==> config.mk <==
export PLATFORM = sky130hd
export DESIGN_NAME = npcm_cell
export DESIGN_NICKNAME = d
export VERILOG_FILES = /design/src/rtl/core/npcm_pkg.sv /design/src/rtl/core/npcm_cell.sv
export SDC_FILE = /design/constraint.sdc
export NUM_CORES = 1
export LEC_CHECK = 0
export BUFFER_PORTS_ARGS = -buffer_cell sky130_fd_sc_hd__buf_2
export CORE_UTILIZATION = 50
export DETAILED_ROUTE_END_ITERATION = 8
export PLACE_DENSITY_LB_ADDON = 0.12
export SLEW_MARGIN = 20
export SYNTH_ARGS = -nofsm -noshare
export SYNTH_HDL_FRONTEND = slang
export SYNTH_SLANG_ARGS = --single-unit
export TNS_END_PERCENT = 1
==> constraint.sdc <==
create_clock -name clk -period 14.3 [get_ports clk]
set_input_delay 2.145 -clock clk [delete_from_list [all_inputs] [get_ports clk]]
set_output_delay 2.145 -clock clk [all_outputs]
set_load 0.02 [all_outputs]
==> src/rtl/core/npcm_pkg.sv <==
// Shared types and constants of the nearest palette color mapper.
package npcm_pkg;

	localparam int PALETTE_DEPTH_DEF = 16;
	localparam int COLOR_W = 8;
	localparam int IDX_W = 4;
	localparam int COUNT_W = 5;
	localparam int DIST_W = 18;
	localparam int IN_DATA_W = 40;
	localparam int OUT_DATA_W = 40;
	localparam logic [COLOR_W-1:0] ALPHA_OPAQUE = 8'hFF;

	localparam logic MODE_LOAD = 1'b0;
	localparam logic MODE_PIXEL = 1'b1;

	localparam logic REG_PALETTE_COUNT = 1'b0;
	localparam logic REG_NEAR_ENOUGH = 1'b1;
	localparam logic [DIST_W-1:0] NEAR_ENOUGH_RST = 18'd6;

	typedef struct packed {
		logic [COLOR_W-1:0] red;
		logic [COLOR_W-1:0] green;
		logic [COLOR_W-1:0] blue;
	} rgb_t;

	typedef struct packed {
		logic mode;
		logic [IDX_W-1:0] idx;
		rgb_t pixel;
		logic [COLOR_W-1:0] alpha;
		logic found;
		logic stop;
		logic [IDX_W-1:0] best_idx;
		rgb_t best_rgb;
		logic [DIST_W-1:0] best_dist;
	} beat_t;

endpackage

==> src/rtl/core/npcm_cell.sv <==
// One palette cell: holds one entry, scores the passing pixel and keeps the best match.
module npcm_cell #(
	parameter int CELL_INDEX = 0
) (
	input logic clk,
	input logic arst_n,
	input logic advance,
	input logic [npcm_pkg::COUNT_W-1:0] count,
	input logic [npcm_pkg::DIST_W-1:0] near_enough_sq,
	input logic in_valid,
	input npcm_pkg::beat_t in_beat,
	output logic out_valid,
	output npcm_pkg::beat_t out_beat
);
	import npcm_pkg::*;

	function automatic logic [2*COLOR_W-1:0] sq_diff(input logic [COLOR_W-1:0] a,
			input logic [COLOR_W-1:0] b);
		logic [COLOR_W-1:0] d;
		d = (a > b) ? (a - b) : (b - a);
		return (2*COLOR_W)'(d) * (2*COLOR_W)'(d);
	endfunction

	rgb_t entry_q;
	logic active;
	logic [DIST_W-1:0] sum_sq;
	logic valid_s1;
	logic active_s1;
	beat_t beat_s1;
	logic [DIST_W-1:0] dist_s1;
	logic valid_s2;
	beat_t beat_s2;
	beat_t next_beat;
	logic take;

	assign active = CELL_INDEX < int'(count);
	assign sum_sq = DIST_W'(sq_diff(entry_q.red, in_beat.pixel.red))
		+ DIST_W'(sq_diff(entry_q.green, in_beat.pixel.green))
		+ DIST_W'(sq_diff(entry_q.blue, in_beat.pixel.blue));

	always_ff @(posedge clk) begin
		if (advance && in_valid && in_beat.mode == MODE_LOAD
				&& int'(in_beat.idx) == CELL_INDEX) begin
			entry_q <= in_beat.pixel;
		end
	end

	always_ff @(posedge clk or negedge arst_n) begin
		if (!arst_n) begin
			valid_s1 <= 1'b0;
			valid_s2 <= 1'b0;
		end else if (advance) begin
			valid_s1 <= in_valid;
			valid_s2 <= valid_s1;
		end
	end

	always_ff @(posedge clk) begin
		if (advance) begin
			beat_s1 <= in_beat;
			dist_s1 <= sum_sq;
			active_s1 <= active;
			beat_s2 <= next_beat;
		end
	end

	always_comb begin
		next_beat = beat_s1;
		take = 1'b0;
		if (active_s1 && beat_s1.mode == MODE_PIXEL && !beat_s1.stop) begin
			take = !beat_s1.found || dist_s1 < beat_s1.best_dist;
			if (take) begin
				next_beat.found = 1'b1;
				next_beat.best_idx = IDX_W'(CELL_INDEX);
				next_beat.best_rgb = entry_q;
				next_beat.best_dist = dist_s1;
			end
			next_beat.stop = next_beat.best_dist <= near_enough_sq;
		end
	end

	assign out_valid = valid_s2;
	assign out_beat = beat_s2;

endmodule

### Word level (Yosys, flattened, before mapping)

Cells that the tools add are included.

| storage, ports and cells | value |
|---|---|
| input port bits | 112 |
| logic and storage cells | 67 |
| flip-flop bits (word level) | 215 |

| operators by class | value |
|---|---|
| add/sub/neg operators | 8 |
| mux-type cells | 7 |
| bitwise operators | 1 |
| reduce and logical (&&, ||, !) cells | 9 |
| $lt $le $gt $ge | 6 |
| multiply operators | 3 |

Operators with widths:

| kind | count |
|---|---|
| $mux W46 | 2 |
| $mul A8 B8 Y16 | 3 |
| $mux W48 | 1 |
| $sub A8 B8 Y8 | 6 |
| $gt A8 B8 Y1 | 3 |
| $mux W8 | 3 |
| $add A17 B16 Y18 | 1 |
| $le A18 B18 Y1 | 1 |
| $lt A18 B18 Y1 | 1 |
| $add A16 B16 Y17 | 1 |
| $logic_and A1 B1 Y1 | 5 |
| $lt A1 B5 Y1 const A | 1 |
| $logic_not A4 Y1 | 1 |
| $logic_not A1 Y1 | 2 |
| $logic_or A1 B1 Y1 | 1 |
| $mux W1 | 1 |
| $not A1 Y1 | 1 |

### Logic depth before layout (Yosys ltp)

| depth | value |
|---|---|
| word-level depth | 6 |
| depth in mapped cells | 34 |
| depth with buffers taken out | 33 |

### Worst setup path before layout

OpenSTA, ideal clock, no wires.

| path | value |
|---|---|
| kind | input-to-reg |
| start | input in_beat[72] (netlist bit) |
| end | register dist_s1[15], data pin |
| stages | 30 |
| path slack | 4.748 ns |
| arrival time | 9.296 ns |
| buffers on the path | 2 |
| cells stage by stage | ha_1 -> inv_1 -> fa_1 -> a21o_1 -> a221oi_1 -> a21o_1 -> buf_4 -> mux2i_1 -> xnor2_1 -> buf_2 -> or2_2 -> fa_1 -> inv_1 -> fa_1 -> inv_1 -> fa_1 -> fa_1 -> inv_1 -> fa_1 -> inv_1 -> fa_1 -> fa_1 -> inv_1 -> ha_1 -> o21a_1 -> o21ai_0 -> a21oi_1 -> nor2_1 -> o21ai_0 -> a41o_1 |

| between the ends | value |
|---|---|
| cells in the longest elaborated chain, start to end | 5 |
| elaborated cells on any way between the ends | 7 |
| classes of those cells | add/sub (4); mul (1); order compare (1); mux (1) |

Ends and longest elaborated chain:

| what | line | text |
|---|---|---|
| start: declaration | npcm_cell.sv:11 | `input npcm_pkg::beat_t in_beat,` |
| $sub A8 B8 Y8 or $gt A8 B8 Y1 (tied branches) | npcm_cell.sv:20 | `d = (a > b) ? (a - b) : (b - a);` |
| $mux W8 (*) | npcm_cell.sv:20 |  |
| $mul A8 B8 Y16 (*) | npcm_cell.sv:21 | `return (2*COLOR_W)'(d) * (2*COLOR_W)'(d);` |
| $add A16 B16 Y17 (*) | npcm_cell.sv:38 | `+ DIST_W'(sq_diff(entry_q.green, in_beat.pixel.green))` |
| $add A17 B16 Y18 (*) | npcm_cell.sv:39 | `+ DIST_W'(sq_diff(entry_q.blue, in_beat.pixel.blue));` |
| named net sum_sq[15] | npcm_cell.sv:26 | `logic [DIST_W-1:0] sum_sq;` |
| end signal: assignment | npcm_cell.sv:61 | `dist_s1 <= sum_sq;` |
| end: declaration | npcm_cell.sv:30 | `logic [DIST_W-1:0] dist_s1;` |

The timed path passes the listed nets; every way through them passes the cells marked *.
A chain may end at the register's enable or synchronous reset.

### Worst setup path after layout

| path | value |
|---|---|
| start | input in_beat[72] (netlist bit) |
| end | register dist_s1[12], data pin |

The elaborated chain is that of the path after synthesis.

==> summary.txt <==
Critical path
  • CP Data Required Time: 14640 ps
  • Critical path fanouts, max: 8
  • CP Capture Type: flip-flop
  • Kind of critical path: input pin to flip-flop
  • CP most frequent cell: fa_1
  • Worst EP arrival: slightly above 10000 ps
  • CP max stage delay: 670 ps
  • Slowest CP cell: xor2_1
  • CP startpoint kind: input pin

Detailed routing
  • 1st-iter DRT viols: 649
  • DR vias: 10600
  • Final wirelength: 33900 µm
  • DRC: 0
  • Final ANT Viol Nets: 0
  • Routed WL per cell: 16.7 µm
  • Drt first pass iters: 7
  • Vias/cell: 5.21

Layout
  • Storage cell area: between 6000 and 7000 µm²
  • Non-filler instance count after layout: 2031
  • Final Instance Area: around 18000 µm²
  • Area of the multi-input gates: 8230 µm²
  • Syn-to-layout area delta: 14.7%
  • Most frequent cells in the layout: inv_1, edfxtp_1, buf_2
  • Ant. Diodes: 0
  • Share of cells above drive strength 1: between 10% and 20%
  • Nets: 2023
  • # fillers: 2666
  • Commonest non-fill, non-tap cell in the layout: inv_1

Place
  • Dpl cell area: 17400 µm²
  • Final Wtd Congestion: 0.883
  • DP Wirelength: 26000 µm
  • Port Buffer Count: about 200
  • Placed cells: 1985

GRT
  • Antenna violations before repair: 0
  • First-pass GRT wire length: 55000 µm
  • Largest net degree at the start of global routing: 72
  • Gr ovfl total: 0
  • Vias in the first global route: 10800
  • All-Layer GR Usage: 21.2%

Clock tree
  • CTS tree: built
  • # Post-CTS Setup Buffers: 0
  • Num CTS Buffers: 25
  • Clock sinks: 215
  • CTS root buf: clkbuf_16
  • Register clock-pin slew on the reported worst setup and hold paths: about 60 ps
  • Worst skew pair latency: roughly 550 ps
  • Max H-tree Level: 1
  • CTS resizes: 0
  • CTS Hold Bufs: 0
  • Clock Tree Buf Depth: 3

Synthesis
  • Distinct cells, synth: 64
  • FF+latch count, synth: 215
  • Ranking of synthesized cells by area: edfxtp_1, fa_1, ha_1
  • Syn avg cell area: 11.3 µm²
  • Synthesized cell area: approximately 16000 µm²
  • Post-synth EDFFs: about 210
  • Synth top area share: between 40 and 50%
  • Synth Flop Type: edfxtp_1
  • Yosys warning count: 0
  • Async S/R FF share, synth: 0.930%
  • Syn Nets: roughly 1800
  • Register area share after synthesis: 40.4%
  • Cells after synthesis: 1418
  • Area leader, netlist: edfxtp_1

Floorplan
  • Die area: around 33000 µm²
  • Die height: 181 µm
  • Core Area: 31500 µm²
  • I/O pins: 198
  • Die X: approximately 180 µm
  • Initial Utilization: between 50% and 60%
  • Core Rows: 65

Outcome
  • Status: complete, no violations

STA
  • Period utilization: around 70%
  • Min Tclk post-route: 9990 ps
  • Worst slew pin tran: 1030 ps
  • Hold Violations, Final: 0
  • Highest clock rate: 0.100 GHz
  • Fin. max-slew vios: 0
  • Final Skew: 17.7 ps
  • Final setup viols: 0
  • Setup TNS: 0 ps
  • RSZ-0062 raised after global routing: no
  • Relative slew slack: 30.8%
  • Min Hold Slack: 417 ps

Flow run
  • Max-cap violation count: 0

Hold path
  • HP Class: flip-flop to flip-flop
## cells by family after synthesis
logic type,after synthesis,synth area share (%)
compound gates,226,9.39
buf+inv,336,8.16
fa+ha+maj,301,30.1
xor+xnor,30,1.79
flops,215,40.4
mux,34,2.28
simple gates,276,7.84
## cell type report
cell class | count | share of cell area (%)
timing repair buffer | 208 | 5.89
inverter | 293 | 6.01
multi-input combinational | 867 | 45.0
clock inverter | 14 | 1.44
clock buffer | 32 | 3.73
sequential | 215 | 35.2
tap | 402 | 2.75
## registers in the layout, indices dropped and copies added (netlist names)
name       flops
dist_s1       18
active_s1      1
valid_s1       1
beat_s1       85
out_valid      1
out_beat      85
entry_q       24
## synthesized netlist by cell type, types with 5 or more instances
master and n:
or2_2 13, nor2_1 79, mux2_2 19, o21bai_1 5, nor2b_1 8, o21ai_0 22
mux2i_1 15, o22ai_1 42, o31a_1 6, ha_1 162, a21oi_1 56, and2_1 5
nand3_1 9, nor3_1 6, fa_1 139, a21o_1 38, or3_1 7, nand4_1 7
nand2b_1 14, buf_2 18, xor2_1 13, nand2_1 111, inv_1 292, o21a_1 15
clkbuf_1 18, a211oi_1 7, xnor2_1 14, edfxtp_1 213
## per-stage QoR
step | utilization [%] | worst slack (ps)
floorplan | - | 4750
global placement | 55.1 | 3800
detailed placement | 55.1 | 3510
CTS | 58.1 | 4060
global route | 58.1 | 3800
finish | 58.1 | 4310
## path summary, 6_finish.rpt
kind / startpoint / endpoint / slack [ps] / cells after the start
setup / recovery: in_beat[72] / dist_s1[12] / 4310 / 28
hold / removal: beat_s1[52] / out_beat[52] / 420 / 0
setup reg to reg: entry_q[16] / dist_s1[12] / 5510 / 28
hold reg to reg: beat_s1[52] / out_beat[52] / 420 / 0
max in group asynchronous: arst_n / valid_s1 / 12830 / 1
min in group asynchronous: arst_n / out_valid / 1380 / 1
## metal layers
metal | global-route usage (%) | up-vias | part of all wire [%]
met5 | 0 | - | 0
met4 | 5.47 | 0 | 2.6
met3 | 3.31 | 52 | 4.5
met2 | 35.0 | 232 | 47
met1 | 29.2 | 5185 | 46
li1 | - | 5119 | -
## critical path, delay by kind of cell
| family | cells | cell delay (ps) |
|---|---|---|
| fa+ha+maj | 10 | 4270 |
| compound gates | 8 | 2160 |
| xor+xnor | 1 | 670 |
| buf+inv | 6 | 480 |
| simple gates | 2 | 350 |
| mux | 1 | 250 |
Power is not shown: default switching activity piles up to over one toggle a cycle in this logic, so the estimate is an artifact.
